<file path="src/rtl/core/ffsa_pkg.sv">
// Shared types and constants for the first-fit slot allocator.
`timescale 1ns / 1ps
package ffsa_pkg;

  localparam int SLOT_W      = 12;
  localparam int UNITS_W     = 13;
  localparam int BYTES_W     = 21;
  localparam int OFFSET_W    = 22;
  localparam int CAP_W       = 13;
  localparam int INC_W       = 11;
  localparam int CFG_IDX_W   = 1;
  localparam int CFG_DATA_W  = 13;
  localparam int CAP_REG_MAX = (2 ** CAP_W) - 1;

  // 0x100-byte slots
  localparam int SLOT_SHIFT  = 8;

  localparam int DEF_HEAP_SLOTS   = 4096;
  localparam int DEF_FREE_ENTRIES = 16;

  localparam logic [CAP_W-1:0] INIT_CAP_RST = CAP_W'(256);
  localparam logic [INC_W-1:0] HANDLE_INC_RST = INC_W'(32);

  localparam logic [CFG_IDX_W-1:0] CFG_INIT_CAP   = CFG_IDX_W'(0);
  localparam logic [CFG_IDX_W-1:0] CFG_HANDLE_INC = CFG_IDX_W'(1);

  localparam logic FUNC_ALLOC   = 1'b0;
  localparam logic FUNC_RELEASE = 1'b1;

  typedef enum logic [1:0] {
    ST_ALLOC      = 2'd0,
    ST_RELEASE    = 2'd1,
    ST_CAP_LIMIT  = 2'd2,
    ST_TABLE_FULL = 2'd3
  } status_t;

  typedef struct packed {
    logic [SLOT_W-1:0]  start;
    logic [UNITS_W-1:0] len;
  } span_t;

  typedef enum logic [1:0] {
    CELL_HOLD,
    CELL_ROTATE,
    CELL_DROP,
    CELL_LOAD
  } cell_op_t;

  typedef struct packed {
    cell_op_t op;
    span_t    data;
  } cell_cmd_t;

endpackage

</file>
<file path="src/rtl/core/ffsa_cell.sv">
// One free-span cell of the rotating span ring.
`timescale 1ns / 1ps
module ffsa_cell import ffsa_pkg::*; #(
  parameter int IDX = 0,
  parameter int CW  = 5
) (
  input  logic            clk,
  input  cell_cmd_t       cmd_i,
  input  logic [CW-1:0]   pos_i,
  input  span_t           next_i,
  output span_t           span_o
);

  span_t span_r;
  span_t span_nxt;
  logic  at_pos;

  assign at_pos = (pos_i == CW'(IDX));

  always_comb begin
    span_nxt = span_r;
    case (cmd_i.op)
      CELL_HOLD:   span_nxt = span_r;
      // tail of the live ring takes the (possibly updated) head word
      CELL_ROTATE: span_nxt = at_pos ? cmd_i.data : next_i;
      CELL_DROP:   span_nxt = next_i;
      CELL_LOAD:   span_nxt = at_pos ? cmd_i.data : span_r;
      default:     span_nxt = span_r;
    endcase
  end

  always_ff @(posedge clk) begin
    span_r <= span_nxt;
  end

  assign span_o = span_r;

endmodule

</file>
<file path="config.mk">
export PLATFORM = sky130hd
export DESIGN_NAME = ffsa_cell
export DESIGN_NICKNAME = d
export VERILOG_FILES = /design/src/rtl/core/ffsa_pkg.sv /design/src/rtl/core/ffsa_cell.sv
export SDC_FILE = /design/constraint.sdc
export NUM_CORES = 1
export LEC_CHECK = 0
export BUFFER_PORTS_ARGS = -buffer_cell sky130_fd_sc_hd__buf_2
export CORE_UTILIZATION = 42
export CTS_CLUSTER_DIAMETER = 150
export DETAILED_ROUTE_END_ITERATION = 10
export GPL_TIMING_DRIVEN = 1
export PLACE_DENSITY_LB_ADDON = 0.15
export SLEW_MARGIN = 40
export SYNTH_ARGS = -nofsm -noshare
export SYNTH_HDL_FRONTEND = slang
export SYNTH_SLANG_ARGS = --single-unit
</file>
<file path="constraint.sdc">
create_clock -name clk -period 2.6 [get_ports clk]
set_input_delay 0 -clock clk [delete_from_list [all_inputs] [get_ports clk]]
set_output_delay 0 -clock clk [all_outputs]
set_load 0.02 [all_outputs]
</file>
==> run metrics <==
ratio of total power to cell area 472 mW/mm2; last weighted congestion value of the routability-driven placer 0.684; Mapped Nets 115; Routed WL 3110 um; Hold Worst Slack 11.0 ps; fill cell instance count of the final layout 144; setup repair after global routing missed its margin false; routed length per placed instance 13.9 um; net total in the final layout 252; number of flip-flops in the largest register 25; CTS Sinks 25; mapped cell area 0.00111 mm2; grt met2 use 42.5%; core area 0.00250 mm2; H-tree levels 1; Multi-input gate area 340 um2; count of non-filler cells in the finished layout 223; clk slew on worst S/H paths 130 ps; Final setup viols 0; Crit Path Class primary input to flop; via count of the first global-routing pass 1,080; area occupied by registers 751 um2; initial antenna violation count 0; CTS tree built; endpoints failing hold 0; residual antenna-violating net count after detailed routing 0; family with the most delay on the worst path buffers and inverters; GR peak layer met2; starting density of the core 44.5%; post-placement cell count 170; synth-to-layout area growth 86.6%; routed vias/inst 4.71; die extent in x 53.5 um; Top-Level Pins 83; worst voltage drop across the vdd grid 0.351 mV; final worst path period need 1930 ps; Critical Path Fanout Max 16; Worst Max-Slew Pin Slew 324 ps; setup fix buffers added after clock tree synthesis 0; total overflow reported by the global router 0; maximum number of pins on one net before global-route repair 26; routed via count 1,051; GRT Util Overall 22.2%; count of cell types in the netlist 9; source of the worst hold timing path next_i[11]; Synthesis Warnings 0; fraction of met3 tracks used by global routing 5.46%; sequential area share after synthesis 67.4%; Hold Buf Count CTS 46; number of I/O port buffers 82; cts repair resizes 0; worst-path cell chain buf_2 -> or3_4 -> o41ai_4 -> buf_4 -> mux2_2 -> dlygate4sd3_1; portion of the clock cycle consumed by the worst path in the final layout 74.1%; leakage 0.000920 uW; cts bufs inserted 3; worst hold path type primary input to flop; 1st-pass router iterations 2; Detailed Route Iter0 Violations 10; CP Data Arrival Time 1990 ps; maximum buffer depth of the clock tree 2; number of design rule violations left after detail routing 0; number of standard cells after synthesis 57; final core area utilization 83.1%; Antenna Cells 0; Hold EP span_o[11]; Die Ht 53.5 um; fraction of final layout cells sized beyond drive strength 1 59.1%; first-pass GRT wire length 4420 um; routing usage on met1 22.7%; type of destination of the critical path flop; Crit path buffers/inverters 3; biggest cell delay along the critical path 580 ps; Clock Root Buffer sky130_fd_sc_hd__clkbuf_4; normalized max-slew margin 78.1%; hold path depth 2; Seq cells post-synth 25; Die Outline Area 0.00286 mm2; status complete, no violations; launching element type of the critical path primary input; total number of placement rows 18; highest attainable clock frequency 519 MHz; Required @ worst endpoint 2660 ps; critical path's slowest cell sky130_fd_sc_hd__dlygate4sd3_1; number of max-slew violations in the final report 0; PnR Total Power 980 uW; MaxCap Viol Count 0; TNS Setup 0 ps; average cell area after synthesis 19.5 um2
[metal layers]
layer / wire (um) / up-vias
met2: 1730 / 53
li1: - / 500
met5: 0 / -
met1: 1130 / 490
met4: 53 / 0
met3: 196 / 8
[area by class of cell]
| type | count | share of cell area (%) |
|---|---|---|
| clock buffers | 4 | 1.26 |
| multi-input cells | 30 | 16.4 |
| flip-flops and latches | 25 | 36.1 |
| well taps | 30 | 1.81 |
| repair buffers | 134 | 44.4 |
[cell usage in the layout, fill, tap and decap left out]
master,Yosys,routed
sky130_fd_sc_hd__mux2_2,24,24
sky130_fd_sc_hd__mux2_1,1,1
sky130_fd_sc_hd__buf_4,0,3
sky130_fd_sc_hd__o311ai_0,1,1
sky130_fd_sc_hd__clkbuf_1,0,1
sky130_fd_sc_hd__clkbuf_4,0,3
sky130_fd_sc_hd__or3_4,1,1
sky130_fd_sc_hd__o21a_1,1,1
sky130_fd_sc_hd__o41ai_4,1,1
sky130_fd_sc_hd__edfxtp_1,25,25
sky130_fd_sc_hd__dlygate4sd3_1,0,49
sky130_fd_sc_hd__nand2_1,1,1
sky130_fd_sc_hd__buf_2,0,82
[Yosys cell counts]
| master | instances | share of area (%) |
|---|---|---|
| sky130_fd_sc_hd__buf_6 | 2 | 2.0 |
| sky130_fd_sc_hd__edfxtp_1 | 25 | 67 |
| sky130_fd_sc_hd__mux2_1 | 1 | 1.0 |
| sky130_fd_sc_hd__mux2_2 | 24 | 24 |
| sky130_fd_sc_hd__nand2_1 | 1 | 0.34 |
| sky130_fd_sc_hd__o21a_1 | 1 | 0.67 |
| sky130_fd_sc_hd__o311ai_0 | 1 | 0.79 |
| sky130_fd_sc_hd__o41ai_4 | 1 | 2.5 |
| sky130_fd_sc_hd__or3_4 | 1 | 1.0 |
[how the worst max path moves through the flow]
stage,from,to,depth (start not counted)
floorplan,pos_i[4],span_o[0],3
global placement,pos_i[4],span_o[4],5
detailed placement,pos_i[4],span_o[11],5
CTS,pos_i[4],span_o[3],6
global route,pos_i[4],span_o[13],6
finish,pos_i[4],span_o[13],6
[cell families (layout without fill, tap and decap cells)]
family	count (synthesis)	in the layout	synth area share, %
buffers and inverters	2	138	2.02
muxes	25	25	25.3
AOI/OAI and AO/OA	3	3	3.93
DFF	25	25	67.4
and+or+nand+nor	2	2	1.35
[where the power goes]
part / switching [uW] / internal (uW)
clock network: 107 / 59.7
registers: 12.4 / 503
logic: 139 / 158
[per-stage QoR]
stage / setup slack [ps] / instance area, um2
6_report: 672 / 2080
5_1_grt: 637 / 2080
4_1_cts: 725 / 2050
3_5_place_dp: 924 / 1560
3_3_place_gp: 986 / 1560
2_1_floorplan: 870 / 1110
Power figures use the tool's default switching activity.
